`config.mk`:
```
export PLATFORM = sky130hd
export DESIGN_NAME = gregorian_date_step_unit
export DESIGN_NICKNAME = d
export VERILOG_FILES = /design/src/hw/rtl/gdsu_pkg.sv /design/src/hw/rtl/gdsu_step.sv /design/src/hw/rtl/gdsu_ctrl.sv /design/src/hw/rtl/gregorian_date_step_unit.sv
export SDC_FILE = /design/constraint.sdc
export NUM_CORES = 1
export LEC_CHECK = 0
export ABC_AREA = 1
export BUFFER_PORTS_ARGS = -buffer_cell sky130_fd_sc_hd__buf_4
export CAP_MARGIN = 20
export CORE_UTILIZATION = 55
export CTS_BUF_LIST = sky130_fd_sc_hd__clkbuf_2 sky130_fd_sc_hd__clkbuf_4 sky130_fd_sc_hd__clkbuf_8
export DETAILED_ROUTE_END_ITERATION = 10
export GPL_ROUTABILITY_DRIVEN = 1
export PLACE_DENSITY = 0.75
export SYNTH_ARGS = -nofsm -noshare
export SYNTH_HDL_FRONTEND = slang
export SYNTH_HIERARCHICAL = 1
export SYNTH_SLANG_ARGS = --single-unit
```
`constraint.sdc`:
```
create_clock -name clk -period 9.17 [get_ports clk]
set_clock_uncertainty 0.15 [all_clocks]
set_input_delay 0.4585 -clock clk [delete_from_list [all_inputs] [get_ports clk]]
set_output_delay 0.4585 -clock clk [all_outputs]
set_load 0.01 [all_outputs]
```
`src/hw/rtl/gdsu_pkg.sv`:
```
// Shared types, constants and calendar functions for the Gregorian date step unit.
package gdsu_pkg;

	localparam int DAY_W   = 5;
	localparam int MONTH_W = 4;
	localparam int YEAR_W  = 14;
	localparam int CNT_W   = 16;
	localparam int DC_W    = 22;
	localparam int WD_W    = 3;
	localparam int MODE_W  = 3;

	localparam logic [YEAR_W-1:0] MAX_YEAR = YEAR_W'(9999);

	typedef enum logic [MODE_W-1:0] {
		MODE_NEXT    = 3'd0,
		MODE_PREV    = 3'd1,
		MODE_ADD     = 3'd2,
		MODE_SUB     = 3'd3,
		MODE_BETWEEN = 3'd4,
		MODE_WEEKDAY = 3'd5
	} mode_t;

	// Field order makes the packed value compare in calendar order.
	typedef struct packed {
		logic [YEAR_W-1:0]  year;
		logic [MONTH_W-1:0] month;
		logic [DAY_W-1:0]   day;
	} date_t;

	typedef struct packed {
		date_t cur;
		logic  fwd;
	} step_req_t;

	typedef struct packed {
		date_t nxt;
		logic  at_limit;
	} step_rsp_t;

	localparam date_t FIRST_DATE = '{year: '0, month: 4'd1, day: 5'd1};
	localparam date_t LAST_DATE  = '{year: MAX_YEAR, month: 4'd12, day: 5'd31};
	// Monday, weekday zero
	localparam date_t REF_DATE   = '{year: 14'd2020, month: 4'd12, day: 5'd7};

	// y % 100 through a reciprocal multiply; y % 400 == 0 iff also (y / 100) % 4 == 0.
	function automatic logic is_leap(input logic [YEAR_W-1:0] y);
		logic [26:0]       prod;
		logic [7:0]        q;
		logic [YEAR_W-1:0] r100;
		prod = 27'(y) * 27'(13'd5243);
		q    = prod[26:19];
		r100 = y - (YEAR_W'(q) * YEAR_W'(100));
		return (y[1:0] == 2'd0) && ((r100 != '0) || (q[1:0] == 2'd0));
	endfunction

	function automatic logic [DAY_W-1:0] month_len(input logic [MONTH_W-1:0] m,
		input logic [YEAR_W-1:0] y);
		logic [DAY_W-1:0] len;
		case (m)
			4'd2: begin
				len = is_leap(y) ? 5'd29 : 5'd28;
			end
			4'd4, 4'd6, 4'd9, 4'd11: begin
				len = 5'd30;
			end
			default: begin
				len = 5'd31;
			end
		endcase
		return len;
	endfunction

	function automatic logic date_ok(input date_t dt);
		return (dt.year <= MAX_YEAR) && (dt.month >= 4'd1) && (dt.month <= 4'd12)
			&& (dt.day >= 5'd1) && (dt.day <= month_len(dt.month, dt.year));
	endfunction

endpackage

```
`src/hw/rtl/gdsu_step.sv`:
```
// Shared day stepper: moves one date a single day forward or back.
module gdsu_step (
	input  gdsu_pkg::step_req_t req,
	output gdsu_pkg::step_rsp_t rsp
);

	logic [gdsu_pkg::DAY_W-1:0] len_cur;
	logic [gdsu_pkg::DAY_W-1:0] len_prev;

	always_comb begin
		len_cur  = gdsu_pkg::month_len(req.cur.month, req.cur.year);
		len_prev = gdsu_pkg::month_len(req.cur.month - 4'd1, req.cur.year);
		rsp.nxt  = req.cur;
		if (req.fwd) begin
			rsp.at_limit = (req.cur == gdsu_pkg::LAST_DATE);
			if (req.cur.day < len_cur) begin
				rsp.nxt.day = req.cur.day + 5'd1;
			end else if (req.cur.month < 4'd12) begin
				rsp.nxt.month = req.cur.month + 4'd1;
				rsp.nxt.day   = 5'd1;
			end else begin
				rsp.nxt.year  = req.cur.year + 14'd1;
				rsp.nxt.month = 4'd1;
				rsp.nxt.day   = 5'd1;
			end
		end else begin
			rsp.at_limit = (req.cur == gdsu_pkg::FIRST_DATE);
			if (req.cur.day > 5'd1) begin
				rsp.nxt.day = req.cur.day - 5'd1;
			end else if (req.cur.month > 4'd1) begin
				rsp.nxt.month = req.cur.month - 4'd1;
				rsp.nxt.day   = len_prev;
			end else begin
				rsp.nxt.year  = req.cur.year - 14'd1;
				rsp.nxt.month = 4'd12;
				rsp.nxt.day   = 5'd31;
			end
		end
	end

endmodule

```
`src/hw/rtl/gdsu_ctrl.sv`:
```
// Sequencer: latches an item, validates it, drives the stepper and forms the result.
module gdsu_ctrl (
	input  logic                          clk,
	input  logic                          arst_n,
	input  logic                          start,
	input  logic [gdsu_pkg::MODE_W-1:0]   mode,
	input  logic [gdsu_pkg::DAY_W-1:0]    day,
	input  logic [gdsu_pkg::MONTH_W-1:0]  month,
	input  logic [gdsu_pkg::YEAR_W-1:0]   year,
	input  logic [gdsu_pkg::CNT_W-1:0]    count,
	input  logic [gdsu_pkg::DAY_W-1:0]    other_day,
	input  logic [gdsu_pkg::MONTH_W-1:0]  other_month,
	input  logic [gdsu_pkg::YEAR_W-1:0]   other_year,
	output logic                          busy,
	output logic                          done,
	output logic [gdsu_pkg::DAY_W-1:0]    result_day,
	output logic [gdsu_pkg::MONTH_W-1:0]  result_month,
	output logic [gdsu_pkg::YEAR_W-1:0]   result_year,
	output logic [gdsu_pkg::DC_W-1:0]     day_count,
	output logic [gdsu_pkg::WD_W-1:0]     weekday,
	output logic                          error,
	output gdsu_pkg::step_req_t           step_req,
	input  gdsu_pkg::step_rsp_t           step_rsp
);

	typedef enum logic [1:0] {
		ST_IDLE,
		ST_CHECK,
		ST_RUN
	} state_t;

	state_t                         state_q;
	logic                           done_q;
	logic                           err_q;
	gdsu_pkg::date_t                res_q;
	logic [gdsu_pkg::DC_W-1:0]      dc_q;
	logic [gdsu_pkg::WD_W-1:0]      wd_q;

	logic [gdsu_pkg::MODE_W-1:0]    mode_q;
	gdsu_pkg::date_t                pri_q;
	gdsu_pkg::date_t                oth_q;
	logic [gdsu_pkg::CNT_W-1:0]     cnt_q;
	gdsu_pkg::date_t                cur_q;
	gdsu_pkg::date_t                tgt_q;
	logic                           fwd_q;
	logic [gdsu_pkg::CNT_W-1:0]     rem_q;
	logic [gdsu_pkg::DC_W-1:0]      k_q;
	logic [gdsu_pkg::WD_W-1:0]      k7_q;
	logic                           neg_q;

	logic                           accept;
	logic                           chk_bad;
	logic                           cnt_mode;
	logic                           pri_ge_oth;
	logic                           pri_ge_ref;
	logic                           run_end;
	logic                           run_err;
	logic [gdsu_pkg::WD_W-1:0]      wd_val;

	always_comb begin
		accept     = start && (state_q == ST_IDLE);
		chk_bad    = (mode_q > gdsu_pkg::MODE_WEEKDAY) || !gdsu_pkg::date_ok(pri_q)
			|| ((mode_q == gdsu_pkg::MODE_BETWEEN) && !gdsu_pkg::date_ok(oth_q));
		cnt_mode   = (mode_q <= gdsu_pkg::MODE_SUB);
		pri_ge_oth = (pri_q >= oth_q);
		pri_ge_ref = (pri_q >= gdsu_pkg::REF_DATE);
		// Count modes stop when the budget is spent or the calendar edge is hit.
		run_end    = cnt_mode ? ((rem_q == '0) || step_rsp.at_limit) : (cur_q == tgt_q);
		run_err    = cnt_mode && (rem_q != '0);
		if (neg_q && (k7_q != '0)) begin
			wd_val = 3'd7 - k7_q;
		end else begin
			wd_val = k7_q;
		end
	end

	assign busy          = (state_q != ST_IDLE);
	assign done          = done_q;
	assign error         = err_q;
	assign result_day    = res_q.day;
	assign result_month  = res_q.month;
	assign result_year   = res_q.year;
	assign day_count     = dc_q;
	assign weekday       = wd_q;
	assign step_req.cur  = cur_q;
	assign step_req.fwd  = fwd_q;

	always_ff @(posedge clk or negedge arst_n) begin
		if (!arst_n) begin
			state_q <= ST_IDLE;
			done_q  <= 1'b0;
			err_q   <= 1'b0;
			res_q   <= '0;
			dc_q    <= '0;
			wd_q    <= '0;
		end else begin
			done_q <= 1'b0;
			case (state_q)
				ST_IDLE: begin
					if (accept) begin
						state_q <= ST_CHECK;
					end
				end
				ST_CHECK: begin
					if (chk_bad) begin
						state_q <= ST_IDLE;
						done_q  <= 1'b1;
						err_q   <= 1'b1;
						res_q   <= '0;
						dc_q    <= '0;
						wd_q    <= '0;
					end else begin
						state_q <= ST_RUN;
					end
				end
				ST_RUN: begin
					if (run_end) begin
						state_q <= ST_IDLE;
						done_q  <= 1'b1;
						err_q   <= run_err;
						res_q   <= (cnt_mode && !run_err) ? cur_q : '0;
						dc_q    <= (mode_q == gdsu_pkg::MODE_BETWEEN) ? k_q : '0;
						wd_q    <= (mode_q == gdsu_pkg::MODE_WEEKDAY) ? wd_val : '0;
					end
				end
				default: begin
					state_q <= ST_IDLE;
				end
			endcase
		end
	end

	always_ff @(posedge clk) begin
		if (accept) begin
			mode_q <= mode;
			pri_q  <= '{year: year, month: month, day: day};
			oth_q  <= '{year: other_year, month: other_month, day: other_day};
			cnt_q  <= count;
		end
		if (state_q == ST_CHECK) begin
			cur_q <= pri_q;
			tgt_q <= pri_q;
			rem_q <= '0;
			fwd_q <= 1'b1;
			k_q   <= '0;
			k7_q  <= '0;
			neg_q <= !pri_ge_ref;
			case (mode_q)
				gdsu_pkg::MODE_NEXT: begin
					rem_q <= 16'd1;
				end
				gdsu_pkg::MODE_PREV: begin
					rem_q <= 16'd1;
					fwd_q <= 1'b0;
				end
				gdsu_pkg::MODE_ADD: begin
					rem_q <= cnt_q;
				end
				gdsu_pkg::MODE_SUB: begin
					rem_q <= cnt_q;
					fwd_q <= 1'b0;
				end
				gdsu_pkg::MODE_BETWEEN: begin
					cur_q <= pri_ge_oth ? oth_q : pri_q;
					tgt_q <= pri_ge_oth ? pri_q : oth_q;
				end
				default: begin
					// walk from the earlier of date and reference to the later
					cur_q <= pri_ge_ref ? gdsu_pkg::REF_DATE : pri_q;
					tgt_q <= pri_ge_ref ? pri_q : gdsu_pkg::REF_DATE;
				end
			endcase
		end else if ((state_q == ST_RUN) && !run_end) begin
			cur_q <= step_rsp.nxt;
			rem_q <= rem_q - 16'd1;
			k_q   <= k_q + 22'd1;
			k7_q  <= (k7_q == 3'd6) ? 3'd0 : (k7_q + 3'd1);
		end
	end

endmodule

```
`src/hw/rtl/gregorian_date_step_unit.sv`:
```
// Top level of the Gregorian date step unit: sequencer plus shared day stepper.
//
//  channel   | handshake              | payload
//  ----------+------------------------+----------------------------------------------
//  item in   | start, accepted !busy  | mode, day, month, year, count, other_*
//  result    | done, one-cycle strobe | result_day/month/year, day_count, weekday, error
//
// An accepted item is first validated, then the shared stepper walks one calendar
// day per cycle, and the result is formed once the walk ends.
// Invalid dates and unused modes finish after the validation cycle.
// The result is shown for exactly one cycle with done; the receiver cannot stall.
// Reset (arst_n low) drops any item at work and returns to idle.
module gregorian_date_step_unit (
	input  logic                          clk,
	input  logic                          arst_n,
	input  logic                          start,
	output logic                          busy,
	input  logic [gdsu_pkg::MODE_W-1:0]   mode,
	input  logic [gdsu_pkg::DAY_W-1:0]    day,
	input  logic [gdsu_pkg::MONTH_W-1:0]  month,
	input  logic [gdsu_pkg::YEAR_W-1:0]   year,
	input  logic [gdsu_pkg::CNT_W-1:0]    count,
	input  logic [gdsu_pkg::DAY_W-1:0]    other_day,
	input  logic [gdsu_pkg::MONTH_W-1:0]  other_month,
	input  logic [gdsu_pkg::YEAR_W-1:0]   other_year,
	output logic                          done,
	output logic [gdsu_pkg::DAY_W-1:0]    result_day,
	output logic [gdsu_pkg::MONTH_W-1:0]  result_month,
	output logic [gdsu_pkg::YEAR_W-1:0]   result_year,
	output logic [gdsu_pkg::DC_W-1:0]     day_count,
	output logic [gdsu_pkg::WD_W-1:0]     weekday,
	output logic                          error
);

	// Request from the sequencer (current date, direction) and the stepped date back.
	gdsu_pkg::step_req_t step_req;
	gdsu_pkg::step_rsp_t step_rsp;

	// Sequencer: holds the item, counts steps and builds the result.
	gdsu_ctrl u_ctrl (
		.clk          (clk),
		.arst_n       (arst_n),
		.start        (start),
		.mode         (mode),
		.day          (day),
		.month        (month),
		.year         (year),
		.count        (count),
		.other_day    (other_day),
		.other_month  (other_month),
		.other_year   (other_year),
		.busy         (busy),
		.done         (done),
		.result_day   (result_day),
		.result_month (result_month),
		.result_year  (result_year),
		.day_count    (day_count),
		.weekday      (weekday),
		.error        (error),
		.step_req     (step_req),
		.step_rsp     (step_rsp)
	);

	// Shared stepper: advance or back off the current date by one day.
	gdsu_step u_step (
		.req (step_req),
		.rsp (step_rsp)
	);

endmodule

```
==> flow_summary.toml <==
[grt]
antenna_found_initial = 0
grt.total_usage_pct = 31.5
grt_max_degree = 93
grt_pass1_vias = 24300
overflow = 0
grt_pass1_wl_mm = 124

[drt]
drtPass1Iterations = 6
dr_wl_met2_mm = 40.4
wl_mm = 80.5
drcViolationCount = 0
ant_nets = 0
vias = 24200
first_iter_violations = 1990
top_layer_used = "met4"
wl_met1_mm = 32.2
wl_per_cell_um = 18.6
vias_per_cell = 5.59
route.met3.wl_mm = 5.15

[worst_setup_path]
crit_fanout = 7
path_common_cell = "buf_4"
critPathMaxStageDelay_ns = 0.55
worstSetupEndpointType = "register"
path_class = "reg2reg"
worstPathRequired_ns = 9.55
slowest_stage = "fa_1"
cp.arrival_ns = 10.35
start_kind = "register"

[cells_and_area]
diodes = 0
finalCoreUtilization_pct = 73.8
num-nets-final = 4453
drive_above_1_share_pct = 26.8
syn_to_final_growth_pct = 31.2

[min_path]
hold_class = "in2reg"

[clocking]
htreeDepth = 2
root_buffer = "clkbuf_8"
cts_tree = "built"
cts_max_path_buffers = 3
cts_buffers = 38
clock_latency_ns = 0.60
path_clk_slew_ns = 0.07
cts_sinks = 206

[logic_synthesis]
synth.cell_area_um2 = 26400
synth_cells = 3095
yosys_most_used_dff = "edfxtp_1"
syn_area_per_cell_um2 = 8.53
ys_types = 69
async_flop_share_pct = 25.2
yosysWarnings = 6
synthesis.nets = 3850
ys_ff_latch = 206
synth-seq-area-share_pct = 21.5
synth_edf_count = 129

[timing]
layout_setup_ws_ns = -0.797
finalCritPeriodShare_pct = 109
hold_viol_final = 0
setup_viol = 74
min_period_ns = 9.97
slew_headroom_pct = 16.1
worstMarginPinSlew_ns = 1.26
finalMaxSlewViolations = 0
fmax_ghz = 0.100
grt_setup_unrepaired = "yes"
fin_setup_tns_ns = -41.95

[die]
die_y_um = 221
core_area_um2 = 47000
io-pin-count = 119
dieArea_um2 = 48900
start_util_pct = 56.2
die_w_um = 221
row_count = 79

[place]
gp_congestion = 0.947
dpl_worst_slack_ns = -0.770
io_buffer_count = 118
dpl.hpwl_mm = 58.0

[flow_run]
max-cap-violations = 0

[run_status]
violations = "negative setup slack"
status = "finished with violations"
==> layer usage <==
metal / global-route usage [%] / up-vias
met1: 40.4 / 11700
met4: 10.3 / 0
met2: 55.2 / 969
met5: 0 / -
met3: 3.72 / 197
li1: - / 11400
==> placed cells by master, fill, tap and decap left out, drive strengths merged, types with 42 or more instances in the layout <==
cell type    synthesis  layout
a21oi              175     175
buf                 19     551
clkbuf              42      55
dfrtp               52      52
dlygate4sd3          0      66
edfxtp             129     129
fa                 198     198
ha                 489     489
inv                608     609
nand2              486     488
nand3              209     209
nand4               42      42
nor2               178     178
o21ai              174     174
xnor2               44      44
xor2                66      66
==> critical path, delay by kind of cell, from the launching register on <==
kind	cells	cell delay, ns
fa+ha+maj	11	4.20
simple gates	16	1.63
flops	1	0.48
buf+inv	16	1.78
xor+xnor	2	0.29
compound gates	10	1.36
==> logic make-up (layout without fill, tap and decap cells) <==
family	Yosys count	count (layout)	synth area share, %
buffers and inverters	670	1300	9.76
and+or+nand+nor	965	967	16.7
xor gates and xnor gates	110	110	3.65
AOI/OAI and AO/OA	457	457	10.2
adders and majority gates	687	687	38.2
DFF	206	206	21.5
==> what timing repair did <==
action                                 4_1_cts  5_1_grt
hold buffers                                66        0
cloned                                      10        5
setup buffers                               64       45
endpoints found under the hold margin      117        0
setup endpoints to repair                   74       74
pin swaps                                   34      177
resized for setup                          143      252
==> cell type report <==
| type | count | area (um^2) |
|---|---|---|
| inverter | 609 | 2300 |
| clock inverter | 19 | 214 |
| clock buffer | 50 | 619 |
| tap | 607 | 759 |
| sequential | 206 | 5680 |
| fill | 3267 | 12300 |
| timing repair buffer | 622 | 5320 |
| multi-input combinational | 2221 | 19700 |
==> stage by stage <==
step / std cells / hold WS (ns) / cell area (um^2)
final: 4334 / 0.194 / 34600
after detailed placement: 4081 / 0.312 / 30300
after floorplan: 3095 / 0.0129 / 26400
after CTS: 4290 / 0.138 / 33100
after global routing: 4334 / 0.208 / 34600
after global placement: 4081 / 0.309 / 30300
==> flip-flops by register name (all words and copies together) (netlist names) <==
signal,count
u_ctrl/k_q,22
u_ctrl/rem_q,16
u_ctrl/pri_q,23
u_ctrl/oth_q,23
u_ctrl/tgt_q,23
u_ctrl/result_day,5
u_ctrl/result_year,14
u_ctrl/error,1
u_ctrl/state_q,2
u_ctrl/day_count,22
u_ctrl/fwd_q,1
u_ctrl/cnt_q,16
u_ctrl/k7_q,3
u_ctrl/neg_q,1
u_ctrl/mode_q,3
u_ctrl/weekday,3
u_ctrl/step_req,23
u_ctrl/result_month,4
u_ctrl/done,1
==> synth_stat cells, drive strengths merged (3+ instances only) <==
library cell,instances,area [um^2]
nand4,42,263
buf,19,130
a21o,5,37.5
inv,608,2280
nand2,486,1950
fa,198,3960
xnor2,44,385
nand3,209,1120
o21a,9,76.3
o21bai,8,63.8
a31oi,23,144
dfxtp,25,500
a41oi,13,114
clkbuf,42,159
o22ai,3,18.8
dfrtp,52,1300
o2111ai,3,26.3
nor3,25,153
xor2,66,578
nor2,178,727
o211ai,9,67.6
edfxtp,129,3870
a32o,5,50.1
a211oi,7,52.6
o21ai,174,950
ha,489,6120
nor4,13,81.3
a21oi,175,898
o221ai,3,26.3
nor3b,6,70.1
o31ai,5,37.5
==> path summary, 6_finish.rpt <==
check | start | slack [ns] | cells after the start | end
min in group asynchronous | arst_n | 0.32 | 2 | u_ctrl/day_count[21]
worst min-delay path | start | 0.19 | 3 | u_ctrl/state_q[1]
max in group asynchronous | arst_n | 8.10 | 2 | u_ctrl/result_year[3]
worst max register to register | u_ctrl/oth_q[20] | -0.80 | 55 | u_ctrl/day_count[21]
worst max-delay path | u_ctrl/oth_q[20] | -0.80 | 55 | u_ctrl/day_count[21]
worst min register to register | u_ctrl/day_count[19] | 0.35 | 2 | u_ctrl/day_count[19]
Power is not shown: default switching activity piles up to over one toggle a cycle in this logic, so the estimate is an artifact.
